`src/rtl/core/mfba_pkg.sv`:
```
// shared constants, register indexes and controller/datapath interface types
`default_nettype none
package mfba_pkg;

    localparam int MAX_NODES_DEF = 256;
    localparam int MAX_EDGES_DEF = 1024;
    localparam int CAP_BITS_DEF  = 32;

    localparam int NODE_W  = 8;
    localparam int CAPIN_W = 32;
    localparam int FLOW_W  = 42;
    localparam int NCNT_W  = 9;
    localparam int CFGI_W  = 2;
    localparam int CFGD_W  = 9;
    localparam int IN_W    = 48;
    localparam int OUT_W   = 48;

    localparam logic [CFGI_W-1:0] REG_NODE_COUNT  = 2'd0;
    localparam logic [CFGI_W-1:0] REG_SOURCE_NODE = 2'd1;
    localparam logic [CFGI_W-1:0] REG_SINK_NODE   = 2'd2;

    typedef struct packed {
        logic clr_first;
        logic take_item;
        logic store_fwd;
        logic store_rev;
        logic solve_init;
        logic seen_clr;
        logic seed;
        logic deq_rd;
        logic node_rd;
        logic list_head;
        logic edge_rd;
        logic edge_chk;
        logic seen_chk;
        logic bn_init;
        logic aug_init;
        logic par_rd;
        logic par_take;
        logic bn_min;
        logic aug_sub;
        logic aug_add;
        logic flow_add;
        logic emit;
    } dp_cmd_t;

    typedef struct packed {
        logic clr_done;
        logic sclr_done;
        logic store_ok;
        logic last;
        logic st_ok;
        logic found;
        logic q_more;
        logic e_end;
        logic edge_qual;
        logic y_is_s;
        logic out_free;
    } dp_sts_t;

endpackage
`default_nettype wire

```
`src/rtl/core/mfba_ctrl.sv`:
```
// sequencer for edge loading, breadth-first search, bottleneck and augmentation
`default_nettype none
module mfba_ctrl (
    input  wire logic              clk,
    input  wire logic              rst_n,
    input  wire logic              in_valid,
    output logic                   in_ready,
    input  wire mfba_pkg::dp_sts_t sts,
    output mfba_pkg::dp_cmd_t      cmd
);
    import mfba_pkg::*;

    typedef enum logic [20:0] {
        ST_CLEAR = 21'h000001,
        ST_IDLE  = 21'h000002,
        ST_LOAD1 = 21'h000004,
        ST_LOAD2 = 21'h000008,
        ST_START = 21'h000010,
        ST_SCLR  = 21'h000020,
        ST_SEED  = 21'h000040,
        ST_DEQ   = 21'h000080,
        ST_DEQW  = 21'h000100,
        ST_FW    = 21'h000200,
        ST_EDGE  = 21'h000400,
        ST_EW    = 21'h000800,
        ST_SW    = 21'h001000,
        ST_BN    = 21'h002000,
        ST_BNP   = 21'h004000,
        ST_BNC   = 21'h008000,
        ST_AUG   = 21'h010000,
        ST_AUP   = 21'h020000,
        ST_AUC   = 21'h040000,
        ST_AUR   = 21'h080000,
        ST_DONE  = 21'h100000
    } state_t;

    state_t state_reg, state_next;

    always_ff @(posedge clk or negedge rst_n)
    begin
        if (!rst_n)
        begin
            state_reg <= ST_CLEAR;
        end
        else
        begin
            state_reg <= state_next;
        end
    end

    always_comb
    begin
        cmd        = '0;
        in_ready   = 1'b0;
        state_next = state_reg;
        case (state_reg)
            ST_CLEAR:
            begin
                cmd.clr_first = 1'b1;
                if (sts.clr_done)
                begin
                    state_next = ST_IDLE;
                end
            end
            ST_IDLE:
            begin
                in_ready = 1'b1;
                if (in_valid)
                begin
                    cmd.take_item = 1'b1;
                    state_next    = ST_LOAD1;
                end
            end
            ST_LOAD1:
            begin
                if (sts.store_ok)
                begin
                    cmd.store_fwd = 1'b1;
                    state_next    = ST_LOAD2;
                end
                else
                begin
                    state_next = sts.last ? ST_START : ST_IDLE;
                end
            end
            ST_LOAD2:
            begin
                cmd.store_rev = 1'b1;
                state_next    = sts.last ? ST_START : ST_IDLE;
            end
            ST_START:
            begin
                cmd.solve_init = 1'b1;
                state_next     = sts.st_ok ? ST_SCLR : ST_DONE;
            end
            ST_SCLR:
            begin
                cmd.seen_clr = 1'b1;
                if (sts.sclr_done)
                begin
                    state_next = ST_SEED;
                end
            end
            ST_SEED:
            begin
                cmd.seed   = 1'b1;
                state_next = ST_DEQ;
            end
            ST_DEQ:
            begin
                if (sts.found)
                begin
                    cmd.bn_init = 1'b1;
                    state_next  = ST_BN;
                end
                else if (sts.q_more)
                begin
                    cmd.deq_rd = 1'b1;
                    state_next = ST_DEQW;
                end
                else
                begin
                    state_next = ST_DONE;
                end
            end
            ST_DEQW:
            begin
                cmd.node_rd = 1'b1;
                state_next  = ST_FW;
            end
            ST_FW:
            begin
                cmd.list_head = 1'b1;
                state_next    = ST_EDGE;
            end
            ST_EDGE:
            begin
                if (sts.e_end)
                begin
                    state_next = ST_DEQ;
                end
                else
                begin
                    cmd.edge_rd = 1'b1;
                    state_next  = ST_EW;
                end
            end
            ST_EW:
            begin
                cmd.edge_chk = 1'b1;
                state_next   = sts.edge_qual ? ST_SW : ST_EDGE;
            end
            ST_SW:
            begin
                cmd.seen_chk = 1'b1;
                state_next   = ST_EDGE;
            end
            ST_BN:
            begin
                if (sts.y_is_s)
                begin
                    cmd.aug_init = 1'b1;
                    state_next   = ST_AUG;
                end
                else
                begin
                    cmd.par_rd = 1'b1;
                    state_next = ST_BNP;
                end
            end
            ST_BNP:
            begin
                cmd.par_take = 1'b1;
                state_next   = ST_BNC;
            end
            ST_BNC:
            begin
                cmd.bn_min = 1'b1;
                state_next = ST_BN;
            end
            ST_AUG:
            begin
                if (sts.y_is_s)
                begin
                    cmd.flow_add = 1'b1;
                    state_next   = ST_SCLR;
                end
                else
                begin
                    cmd.par_rd = 1'b1;
                    state_next = ST_AUP;
                end
            end
            ST_AUP:
            begin
                cmd.par_take = 1'b1;
                state_next   = ST_AUC;
            end
            ST_AUC:
            begin
                cmd.aug_sub = 1'b1;
                state_next  = ST_AUR;
            end
            ST_AUR:
            begin
                cmd.aug_add = 1'b1;
                state_next  = ST_AUG;
            end
            ST_DONE:
            begin
                if (sts.out_free)
                begin
                    cmd.emit   = 1'b1;
                    state_next = ST_CLEAR;
                end
            end
            default:
            begin
                state_next = ST_CLEAR;
            end
        endcase
    end

endmodule
`default_nettype wire

```
`config.mk`:
```
export PLATFORM = sky130hd
export DESIGN_NAME = mfba_ctrl
export DESIGN_NICKNAME = d
export VERILOG_FILES = /design/src/rtl/core/mfba_pkg.sv /design/src/rtl/core/mfba_ctrl.sv
export SDC_FILE = /design/constraint.sdc
export NUM_CORES = 1
export LEC_CHECK = 0
export ABC_CLOCK_PERIOD_IN_PS = 4000
export BUFFER_PORTS_ARGS = -buffer_cell sky130_fd_sc_hd__buf_2
export CAP_MARGIN = 10
export CORE_MARGIN = 1
export CORE_UTILIZATION = 40
export CTS_BUF_LIST = sky130_fd_sc_hd__clkbuf_2 sky130_fd_sc_hd__clkbuf_4 sky130_fd_sc_hd__clkbuf_8
export DETAILED_ROUTE_END_ITERATION = 8
export SYNTH_ARGS = -nofsm -noshare
export SYNTH_HDL_FRONTEND = slang
export SYNTH_SLANG_ARGS = --single-unit
```
`constraint.sdc`:
```
create_clock -name clk -period 4 [get_ports clk]
set_input_delay 0.8 -clock clk [delete_from_list [all_inputs] [get_ports clk]]
set_output_delay 0.8 -clock clk [all_outputs]
set_load 0.01 [all_outputs]
```
==> results.txt <==
Main synth FF type - dfrtp_1
clock skew - 4.94 ps
CTS tree - yes
synthesized area per cell - 9.57 sq um
num rows - 21
Worst VDD drop - 161 uV
post-CTS sizing - 0
Slew @ Worst Pin - 668 ps
Largest register FFs - 21
Synth cell types - 50
Final Hold Viols - 0
die area - 3910 sq um
core area - 3420 sq um
clk buf depth - 2
share of layout cells above drive strength 1 - 32.6%
GRT Total Usage - 19.3%
post-route ant nets - 0
endpoints failing setup - 0
R2R Path End - state_reg[1]
Reg2Reg Depth - 5
initial antenna violation count - 0
Synthesis Warnings - 0
status - finished clean
P&R area growth vs syn - 16.4%
power per cell area - 365 nW/um^2
data arrival time of the worst path - 2470 ps
min Tclk post-route - 3270 ps
Post-Syn Instances - 153
Initial Util - 42.9%
Root Buffer - clkbuf_4
total power - 0.622 mW
share of the synthesized area in the top cell type - 34.2%
via/cell ratio - 5.70
crit-path max cell delay - 520 ps
slowest stage cell, crit path - nor4_4
max-cap violations - 0
register bit total from synthesis - 21
Crit. End Element - output pin
Net Count, Synth - 167
P_leak - 0.871 nW
commonest non-fill, non-tap cell in the layout - buf_2
Fmax - 306 MHz
clk sink count - 21
RSZ-0062 raised after global routing - false
Wirelength per Cell - 15.0 um
Final Max Tran Viols - 0
GP Congestion - 0.776
CP Max Fanout - 9
ys async rst share - 100%
required time worst endpoint - 3200 ps
Vert. Die Dim - 62.5 um
reg-to-reg startpoint - state_reg[4]
first-pass GRT wire length - 5.97 mm
crit-path leading delay family - simple AND/OR/NAND/NOR gates
total congestion overflow - 0
CTS Buf Count - 3
largest net degree at the start of global routing - 22
most frequent cells in the layout - buf_2 (36), nor2_1 (24), dfrtp_1 (20)
worst hold path class - in2async
largest area contributor in the netlist - dfrtp_1
io pins - 37
vias in the first global route - 1,252
worst-skew pair later-pin latency - 310 ps
Post-CTS Setup Inserts - 0
Port Buffers - 36
type of element launching the critical path - flop
final net count - 205
H-tree depth - 1
via count - 1,346
Final HPWL DP - 2.77 mm
DR pass1 iterations - 4
crit path cell chain - nor4_4, nand4_2, nor4b_1, and2_1, buf_2
n_diodes - 0
setup_tns - 0 ps
setup slack, reg-to-reg - 1830 ps
top post-synthesis cells by area - dfrtp_1 (34%), nor2_1 (6.2%), nor4_4 (5.8%), nand4b_1 (3.0%), nor4b_1 (3.0%)
Slew HR - 54.9%
number of flops mapped to enable cells by yosys - 0
Remaining DRCs - 0
kind of critical path - reg2out
final period utilization - 81.7%
Post-Syn Area - 1460 sq um
Final Core Density - 49.9%
die width - 62.5 um
WL final - 3.54 mm
Iteration-0 DRC Markers - 87
hold-fix buffers at CTS - 0
sequential area share after synthesis - 36.0%
CTS clk-pin slew, worst paths - 120 ps
Crit. Startpoint - state_reg[1]
WP buf/inv - 1
## stage by stage
stage          instance area (sq um)  instances  setup WS, ps  hold WS (ps)
3_5_place_dp                    1670        232          1080           608
2_1_floorplan                   1460        153          1470           504
4_1_cts                         1700        236           722           446
3_3_place_gp                    1670        232          1140           608
5_1_grt                         1700        236           591           470
6_report                        1700        236           733           440
## synthesized netlist by cell type (4+ instances only)
library cell and number:
and2_1 6, dfrtp_1 20, inv_1 7, nand2_1 5, nand3_1 4, nand4b_1 5, nor2_1 24, nor2b_1 4
nor3b_1 5, nor4_4 4, nor4b_1 5, o21ai_0 6, or2_2 5
## layer usage
| layer | up-vias | GRT usage (%) | part of all wire [%] |
|---|---|---|---|
| met5 | - | 0 | 0 |
| met4 | 0 | 4.65 | 1.1 |
| met3 | 5 | 2.19 | 6.2 |
| met2 | 50 | 31.3 | 47 |
| met1 | 642 | 27.3 | 46 |
| li1 | 649 | - | - |
## where the power goes
part	internal, mW	switching [mW]
clock	0.0457	0.0668
sequential	0.230	0.0302
combinational	0.106	0.143
total	0.382	0.240
## logic make-up (layout without fill, tap and decap cells)
kind of cell	Yosys count	count (layout)	synth area share (%)
AND/OR/NAND/NOR	96	96	47.0
AO/OA/AOI/OAI	22	22	10.9
flip-flops	21	21	36.0
buffers and inverters	10	47	3.68
XOR/XNOR	4	4	2.39
## final cells by class
cell class / count / area, sq um
sequential: 21 / 527
fill: 342 / 1710
inverter: 7 / 26.3
timing repair buffer: 36 / 180
clock buffer: 4 / 30.0
tap: 46 / 57.6
multi-input combinational: 122 / 883
## worst max path at each step
stage             end  slack (ps)  cells past startpoint
2_1_floorplan  cmd[1]        1470                      5
3_3_place_gp   cmd[1]        1140                      5
3_5_place_dp   cmd[1]        1080                      5
4_1_cts        cmd[1]         720                      5
5_1_grt        cmd[1]         590                      5
6_report       cmd[1]         730                      5
Power figures use the tool's default switching activity.
